File: config.mk
export PLATFORM = sky130hd
export DESIGN_NAME = cmt_rem_step
export DESIGN_NICKNAME = d
export VERILOG_FILES = /design/src/rtl/core/cmt_pkg.sv /design/src/rtl/core/cmt_rem_step.sv
export SDC_FILE = /design/constraint.sdc
export NUM_CORES = 1
export LEC_CHECK = 0
export ABC_AREA = 1
export BUFFER_PORTS_ARGS = -buffer_cell sky130_fd_sc_hd__buf_4
export CAP_MARGIN = 10
export CORE_UTILIZATION = 30
export DETAILED_ROUTE_END_ITERATION = 6
export PLACE_DENSITY = 0.8
export SKIP_LAST_GASP = 1
export SYNTH_ARGS = -nofsm -noshare
export SYNTH_HDL_FRONTEND = slang
export SYNTH_SLANG_ARGS = --single-unit
File: constraint.sdc
create_clock -name vclk -period 1.03
set_input_delay 0.0515 -clock vclk [all_inputs]
set_output_delay 0.0515 -clock vclk [all_outputs]
set_load 0.02 [all_outputs]
File: src/rtl/core/cmt_pkg.sv
// Shared types and constants for the code map table lookup block.
// Used by every module under rtl/core except cmt_ram; depends on nothing else.
package cmt_pkg;

	localparam int MAX_CELLS_DEF   = 64;
	localparam int TABLE_DEPTH_DEF = 4096;
	localparam int CODE_W          = 16;
	localparam int SUM_W           = CODE_W + 1;
	localparam int CFG_IDX_W       = 2;
	localparam logic [CODE_W-1:0] NO_MAP_RESET = 16'hFFFD;

	typedef enum logic [1:0] {
		OP_WRITE_CELL = 2'd0,
		OP_WRITE_WORD = 2'd1,
		OP_LOOKUP     = 2'd2,
		OP_NONE       = 2'd3
	} op_t;

	typedef enum logic [1:0] {
		FMT_OFFSET = 2'd0,
		FMT_TABLE  = 2'd1,
		FMT_SINGLE = 2'd2,
		FMT_UNUSED = 2'd3
	} fmt_t;

	localparam logic [CFG_IDX_W-1:0] CFG_CELL_COUNT = 2'd0;
	localparam logic [CFG_IDX_W-1:0] CFG_NO_MAP     = 2'd1;

	typedef struct packed {
		logic [1:0]        kind;
		logic [CODE_W-1:0] first;
		logic [CODE_W-1:0] last;
		logic [CODE_W-1:0] target;
	} cell_t;

	typedef struct packed {
		logic              hit;
		logic              use_table;
		logic [CODE_W-1:0] value;
		logic [SUM_W-1:0]  table_sum;
	} cmp_res_t;

	typedef enum logic [2:0] {
		ST_IDLE,
		ST_SCAN,
		ST_MOD,
		ST_TRD,
		ST_TDATA,
		ST_DONE
	} state_t;

endpackage

File: src/rtl/core/cmt_rem_step.sv
// Remainder by the table depth: reciprocal estimate, back-subtract and one correction.
// Depends on cmt_pkg.
module cmt_rem_step #(
	parameter int DIVISOR = cmt_pkg::TABLE_DEPTH_DEF
) (
	input  logic [cmt_pkg::SUM_W-1:0] rem,
	input  logic [cmt_pkg::SUM_W-1:0] quo,
	output logic [cmt_pkg::SUM_W-1:0] quo_est,
	output logic [cmt_pkg::SUM_W-1:0] rem_sub,
	output logic [cmt_pkg::SUM_W-1:0] rem_fix
);
	import cmt_pkg::*;

	localparam int PW    = 2 * SUM_W;
	localparam int RECIP = (1 << SUM_W) / DIVISOR;

	logic [PW-1:0] est_prod;
	logic [PW-1:0] back_prod;

	// The estimate never exceeds the true quotient and falls short by at most one,
	// so the back-subtracted value is below twice the divisor.
	assign est_prod  = PW'(rem) * PW'(RECIP);
	assign quo_est   = est_prod[PW-1:SUM_W];
	assign back_prod = PW'(quo) * PW'(DIVISOR);
	assign rem_sub   = rem - back_prod[SUM_W-1:0];
	assign rem_fix   = (rem >= SUM_W'(DIVISOR)) ? (rem - SUM_W'(DIVISOR)) : rem;

endmodule
==> results by group <==
Synth
  • Avg Synthesized Cell Area: 6.47 um^2
  • Area contributors post-synth: buf_4, ha_1, nand2_1, nor2_1, inv_1
  • Synth Instances: around 100
  • Post-synth top cells: buf_4, nand2_1, nor2_1, inv_1, a21oi_1
  • Synth cell types: 16
  • Post-synthesis sequential area ratio: 0%
  • Most frequent cell after synthesis: buf_4
  • Yosys warning count: 0
  • Post-synth top area cell: buf_4
  • Post-synth top area share: a little under half
  • Mapped Area: ~650 um^2

STA
  • Final hold vios: 0
  • Final period util: 118%
  • Setup violators final: 9
  • Final worst slack: -0.183 ns
  • Peak Freq: 825 MHz
  • RSZ-0062 raised after global routing: yes
  • Fin. max-slew vios: 0
  • Fin crit period: ~1.2 ns

Place
  • Dpl cells: around 170
  • Port buffer count: 61
  • Area after DPL: ~1000 um^2
  • Final HPWL DP: 1380 um
  • Final GP Congestion: around 0.73

Power
  • Pwr dens: 617 nW/um^2
  • Max VDD drop: between 0.0002 and 0.0003 V
  • Static Leak: ~0.59 nW

Die
  • Die H: slightly below 50 um
  • Initial Util: approximately a third
  • Core region area: ~2000 um^2
  • Die W: 48.7 um
  • Die area: 2370 um^2
  • Row count: 16
  • IO Pins: 85

Worst setup path
  • Worst-path cell chain: buf_8 > inv_8 > ha_4 > inv_2 > fa_2 > nand3_2 > and3_4 > nor2_4 > buf_6
  • Arrival time worst endpoint: approximately 1.2 ns
  • WP data required: about 0.98 ns
  • Crit path launch type: primary input
  • Critical path peak fanout: 2
  • Setup crit end kind: output pin
  • CP max-delay cell: fa_2
  • Crit Path Class: in -> out
  • Setup crit start: rem[12]
  • Critical Path Max Stage Delay: roughly 0.35 ns

Routing
  • WL final: approximately 1700 um
  • TritonRoute pass-1 iters: 2
  • DRC Markers: 0
  • Post-DR wirelength/cell: 9.71 um
  • Routed vias/inst: a little over 4
  • Post-route ant nets: 0
  • Initial DRC count: 6
  • DR vias: 693

Cells and area
  • Clock buffers: 0
  • Fin area: around 1100 um^2
  • Layout cells sized above 1: between 60% and 70%
  • Layout area overhead: 68.2%
  • Fillers: 201
  • FF+latch area: 0 um^2
  • Fin cells: 170
  • Final #Nets: 186
  • Seq cells: 0
  • ANT cells: 0

GRT
  • Initial antenna violation count: 0
  • GRT Residual Overflow: 0
  • First-pass GRT wire length: about 2700 um
  • Largest net degree at the start of global routing: 6
  • Total track usage: about 14%
  • Number of global-route vias before repair: around 670

Outcome
  • Outcome: finished with violations
  • Failing checks: setup timing

Min path
  • Hold Crit Class: in -> out
  • Min-delay src: rem[9]

Flow run
  • Max Cap Viol: 0
per-layer routing:
layer	track usage, %	share of wire [%]	vias to the layer above
met1	12.3	32	309
met5	0	0	-
met4	0.490	0	0
met2	33.3	60	42
met3	1.57	8.1	0
li1	-	-	342
area by class of cell:
| type | count | area (um^2) | area share [%] |
|---|---|---|---|
| Inverter | 10 | 47.5 | 4.33 |
| Multi-Input combinational cell | 61 | 447 | 40.7 |
| Tap cell | 27 | 33.8 | 3.08 |
| Timing Repair Buffer | 72 | 571 | 51.9 |
layout by cell type (no fill, tap or decap), types with 2 or more instances in the layout:
cell and count:
nand2_1 11, a21oi_2 7, ha_4 3, xor2_1 2
conb_1 12, ha_1 3, buf_4 65, nor2_4 2
buf_6 6, nor2_1 11, inv_1 7
critical path, delay by kind of cell:
| family | cells | cell delay [ns] |
|---|---|---|
| AND/OR/NAND/NOR | 3 | 0.33 |
| buffers and inverters | 4 | 0.30 |
| adder cells (fa/ha/maj) | 2 | 0.46 |
logic make-up after synthesis:
| kind of cell | after synthesis | share of synthesized area (%) |
|---|---|---|
| buffers and inverters | 51 | 52.9 |
| AND/OR/NAND/NOR | 29 | 19.0 |
| AO/OA/AOI/OAI | 9 | 7.66 |
| adder cells (fa/ha/maj) | 7 | 14.6 |
| XOR/XNOR | 4 | 5.36 |
| other | 1 | 0.574 |
stage by stage:
step           setup slack (ns)  util, %  TNS (ns)  power (mW)  hold WS, ns
6_report                 -0.183     54.9    -0.861       0.678        0.320
5_1_grt                  -0.242     54.9     -1.41       0.726        0.326
4_1_cts                  -0.196     54.7     -1.21       0.678        0.321
3_5_place_dp             -0.291     49.8     -1.36       0.625        0.321
3_3_place_gp             -0.251     49.8     -1.21       0.612        0.318
2_1_floorplan           0.00626        -         0       0.440        0.180
path summary, 6_finish.rpt:
| kind | endpoint | depth (start not counted) |
|---|---|---|
| max | rem_sub[16] | 9 |
| min | rem_sub[9] | 2 |
repair_timing:
action	4_1_cts	5_1_grt
gates resized for setup	21	2
hold buffers	0	0
setup buffers	2	1
endpoints found under the setup margin	9	9
cloned	0	0
pin swaps	6	4
report_power, final:
part | switching (mW) | total [mW] | internal [mW] | leakage, nW
clock | 0 | 0 | 0 | 0
sequential | 0 | 0 | 0 | 0
combinational | 0.362 | 0.678 | 0.316 | 0.585
total | 0.362 | 0.678 | 0.316 | 0.585
Note: power is estimated with default switching activity, not from simulation.
