## config.mk

```make
export PLATFORM = sky130hd
export DESIGN_NAME = cmt_cell_cmp
export DESIGN_NICKNAME = d
export VERILOG_FILES = /design/src/rtl/core/cmt_pkg.sv /design/src/rtl/core/cmt_cell_cmp.sv
export SDC_FILE = /design/constraint.sdc
export NUM_CORES = 1
export LEC_CHECK = 0
export BUFFER_PORTS_ARGS = -buffer_cell sky130_fd_sc_hd__buf_2
export CAP_MARGIN = 20
export CORE_MARGIN = 1.5
export CORE_UTILIZATION = 45
export DETAILED_ROUTE_END_ITERATION = 8
export GPL_TIMING_DRIVEN = 0
export PLACE_DENSITY = 0.77
export SLEW_MARGIN = 25
export SYNTH_ARGS = -nofsm -noshare
export SYNTH_HDL_FRONTEND = slang
export SYNTH_SLANG_ARGS = --single-unit
```

## constraint.sdc

```tcl
create_clock -name vclk -period 3.5
set_input_delay 0.175 -clock vclk [all_inputs]
set_output_delay 0.175 -clock vclk [all_outputs]
set_load 0.01 [all_outputs]
```

## src/rtl/core/cmt_pkg.sv

```systemverilog
// Shared types and constants for the code map table lookup block.
// Used by every module under rtl/core except cmt_ram; depends on nothing else.
package cmt_pkg;

	localparam int MAX_CELLS_DEF   = 64;
	localparam int TABLE_DEPTH_DEF = 4096;
	localparam int CODE_W          = 16;
	localparam int SUM_W           = CODE_W + 1;
	localparam int CFG_IDX_W       = 2;
	localparam logic [CODE_W-1:0] NO_MAP_RESET = 16'hFFFD;

	typedef enum logic [1:0] {
		OP_WRITE_CELL = 2'd0,
		OP_WRITE_WORD = 2'd1,
		OP_LOOKUP     = 2'd2,
		OP_NONE       = 2'd3
	} op_t;

	typedef enum logic [1:0] {
		FMT_OFFSET = 2'd0,
		FMT_TABLE  = 2'd1,
		FMT_SINGLE = 2'd2,
		FMT_UNUSED = 2'd3
	} fmt_t;

	localparam logic [CFG_IDX_W-1:0] CFG_CELL_COUNT = 2'd0;
	localparam logic [CFG_IDX_W-1:0] CFG_NO_MAP     = 2'd1;

	typedef struct packed {
		logic [1:0]        kind;
		logic [CODE_W-1:0] first;
		logic [CODE_W-1:0] last;
		logic [CODE_W-1:0] target;
	} cell_t;

	typedef struct packed {
		logic              hit;
		logic              use_table;
		logic [CODE_W-1:0] value;
		logic [SUM_W-1:0]  table_sum;
	} cmp_res_t;

	typedef enum logic [2:0] {
		ST_IDLE,
		ST_SCAN,
		ST_MOD,
		ST_TRD,
		ST_TDATA,
		ST_DONE
	} state_t;

endpackage

```

## src/rtl/core/cmt_cell_cmp.sv

```systemverilog
// Cell match unit: tests one mapping cell against the code and forms its translation.
// Depends on cmt_pkg.
module cmt_cell_cmp (
	input  logic [cmt_pkg::CODE_W-1:0] code,
	input  cmt_pkg::cell_t             entry,
	output cmt_pkg::cmp_res_t          res
);
	import cmt_pkg::*;

	logic [CODE_W-1:0] delta;
	logic              in_range;

	assign delta    = code - entry.first;
	assign in_range = (code >= entry.first) && (code <= entry.last);

	always_comb begin
		res.use_table = 1'b0;
		res.value     = CODE_W'(entry.target + delta);
		res.table_sum = SUM_W'({1'b0, delta}) + SUM_W'({1'b0, entry.target});
		case (fmt_t'(entry.kind))
			FMT_OFFSET: res.hit = in_range;
			FMT_TABLE: begin
				res.hit       = in_range;
				res.use_table = 1'b1;
			end
			FMT_SINGLE: begin
				res.hit   = (code == entry.first);
				res.value = entry.target;
			end
			default: res.hit = 1'b0;
		endcase
	end

endmodule

```

==> Flow_metrics.wiki <==
{| class="wikitable"
! Metric !! Value
|-
| Run status || finished, final reports clean
|-
| Biggest area contributors in the synthesized netlist || sky130_fd_sc_hd__ha_1 29%, sky130_fd_sc_hd__a21oi_1 7.8%, sky130_fd_sc_hd__nand2_1 6.5%
|-
| Worst-path fanout max || 3
|-
| Transition time at the pin with the least slew margin || 0.508 ns
|-
| Filler instances || 395
|-
| Number of global-route vias before repair || 2242
|-
| Overall power consumption || 1.13 mW
|-
| Max Transition Viols Final || 0
|-
| Final Hold Vio Count || 0
|-
| Leak pwr || 1.67 nW
|-
| Highest cell delay on the worst timing path || 0.34 ns
|-
| Number of DRC markers in iteration 0 || 142
|-
| Count of clock-net buffers in the final layout || 0
|-
| Max Freq || 0.288 GHz
|-
| IR Drop Worst-Case VDD || 0.176 mV
|-
| Synth top area share || 28.7%
|-
| Die extent in x || 72.6 microns
|-
| WP data required || 3.32 ns
|-
| Average cell area after synthesis || 6.99 sq um
|-
| Crit path capture type || primary output
|-
| Layout area overhead || 45.8%
|-
| Buffers & Inverters on Critical Path || 3
|-
| Crit-path cells || buf_8 -> inv_4 -> ha_4 -> nor2b_4 -> o31a_1 -> o31a_1 -> o2111ai_2 -> a31oi_1 -> xor2_1 -> ha_1 -> a211o_1 -> nor3_2 -> a211oi_2 -> xor2_1 -> mux2_4 -> buf_6
|-
| Type of the most critical hold path || in2out
|-
| Final routed wirelength across all metal layers || 6280 microns
|-
| Placement row count || 25
|-
| Count of buffers from port buffering || 101
|-
| Type of origin of the critical path || input pin
|-
| Initial Utilization || 46.5%
|-
| Core ar. || 4690 sq um
|-
| GRT Total Usage || 21.1%
|-
| Slew headroom || 66.1%
|-
| Remaining Overflow, GRT || 0
|-
| Post-synth design cell area || 2180 sq um
|-
| Category of the critical setup timing path || in2out
|-
| Die Footprint || 5270 sq um
|-
| Layout cells sized above 1 || 39.0%
|-
| Post-layout instance count excluding filler cells || 482
|-
| Commonest cells after routing, fill and taps aside || 95 x sky130_fd_sc_hd__buf_2, 38 x sky130_fd_sc_hd__nand2_1, 38 x sky130_fd_sc_hd__ha_1, 33 x sky130_fd_sc_hd__inv_1, 30 x sky130_fd_sc_hd__a21oi_1
|-
| # nets final || 548
|-
| Count of max-cap constraint violations || 0
|-
| Seq Cell Count || 0
|-
| Register area share after synthesis || 0%
|-
| Yosys synthesis warning count || 0
|-
| Final antenna diode count || 0
|-
| Cell type contributing the most total cell area after synthesis || sky130_fd_sc_hd__ha_1
|-
| Sequential cell area || 0 sq um
|-
| Synthesized Nets || 430
|-
| Final setup vio count || 0
|-
| Via count normalized by instance count || 5.38
|-
| RSZ-0062 raised after global routing || true
|-
| Max stage delay cell, worst path || sky130_fd_sc_hd__a211o_1
|-
| Commonest non-fill, non-tap cell in the layout || sky130_fd_sc_hd__buf_2
|-
| Final RePlAce weighted congestion || 0.894
|-
| Count of mapped cells out of synthesis || 312
|-
| Final routed DRC violation total || 0
|-
| Vias || 2591
|-
| Multi-input logic area || 2280 sq um
|-
| First-pass iteration count of the detailed router || 4
|-
| Detailed-placement wirelength estimate || 4940 microns
|-
| Antenna-violating nets left || 0
|-
| Power per cell area || 355 nW/um^2
|-
| Die span in y || 72.6 microns
|-
| Arr. time, crit path || 3.29 ns
|-
| Ratio of final minimum period to clock period || 99.1%
|-
| Number of buffers added to fix hold violations after cts || 0
|-
| Final critical delay including setup and external delays || 3.47 ns
|-
| Cells after DPL || 467
|-
| Top-level I/O count || 101
|-
| Number of unique standard cell types used by synthesis || 44
|-
| Cell class contributing the biggest share of worst-path delay || compound AO/OA/AOI/OAI gates
|-
| Largest net degree at the start of global routing || 11
|-
| Antenna violations before repair || 0
|-
| Wire length per cell || 13.0 microns
|-
| Wire length of the first global-routing pass || 9320 microns
|}
-- cell type report --
cell class / instances / area share, %
multi-input combinational: 271 / 71.9
timing repair buffer: 116 / 20.9
inverter: 36 / 4.41
tap: 54 / 2.13
buffer: 5 / 0.709
-- per-stage QoR --
stage	setup TNS (ns)	hold slack (ns)	setup slack (ns)	util [%]	cell area [sq um]
finish	0	0.638	0.0310	67.7	3180
global route	-0.176	0.658	-0.123	67.7	3180
CTS	-0.00618	0.641	-0.00618	62.3	2930
detailed placement	-0.682	0.641	-0.202	58.7	2750
global placement	-0.704	0.637	-0.199	58.7	2750
floorplan	0	0.396	0.250	-	2180
-- synthesized netlist by cell type, types with 3 or more instances --
master	n
sky130_fd_sc_hd__a211o_1	4
sky130_fd_sc_hd__a211oi_1	4
sky130_fd_sc_hd__a21o_1	8
sky130_fd_sc_hd__a21oi_1	34
sky130_fd_sc_hd__a31oi_1	5
sky130_fd_sc_hd__clkbuf_1	4
sky130_fd_sc_hd__ha_1	50
sky130_fd_sc_hd__inv_1	36
sky130_fd_sc_hd__mux2_2	8
sky130_fd_sc_hd__nand2_1	38
sky130_fd_sc_hd__nand2b_1	5
sky130_fd_sc_hd__nand3_1	4
sky130_fd_sc_hd__nand4_1	7
sky130_fd_sc_hd__nor2_1	22
sky130_fd_sc_hd__nor2b_1	5
sky130_fd_sc_hd__nor3_2	3
sky130_fd_sc_hd__o21ai_0	13
sky130_fd_sc_hd__o21bai_1	3
sky130_fd_sc_hd__xnor2_1	14
sky130_fd_sc_hd__xor2_1	12
-- power by group --
group          switching [mW]  leakage (nW)  internal (mW)
registers                   0             0              0
clock network               0             0              0
logic                   0.589          1.67          0.539
-- logic make-up after synthesis --
group,count (synthesis),share of synthesized area (%)
AND/OR/NAND/NOR,99,22.7
multiplexers,8,4.13
AO/OA/AOI/OAI,86,25.0
XOR/XNOR,26,10.4
buffers and inverters,41,7.12
adder cells (fa/ha/maj),52,30.5
-- repair_timing --
item / CTS / global route
pin swaps: 18 / 28
setup endpoints to repair: 7 / 7
gates resized for setup: 26 / 36
buffers inserted: 8 / 7
-- path summary, 6_finish.rpt --
check | cells past startpoint | startpoint | end | slack (ns)
worst max-delay path | 16 | entry[33] | res[32] | 0.03
worst min-delay path | 4 | entry[3] | res[20] | 0.64
-- per-layer routing --
metal	global-route usage (%)	share of wire, %	vias up
met5	0	0	-
met4	2.94	1.0	0
met3	0.552	5.7	6
met2	39.0	48	93
met1	27.7	45	1142
li1	-	-	1350
(Power assumes the default switching activity.)
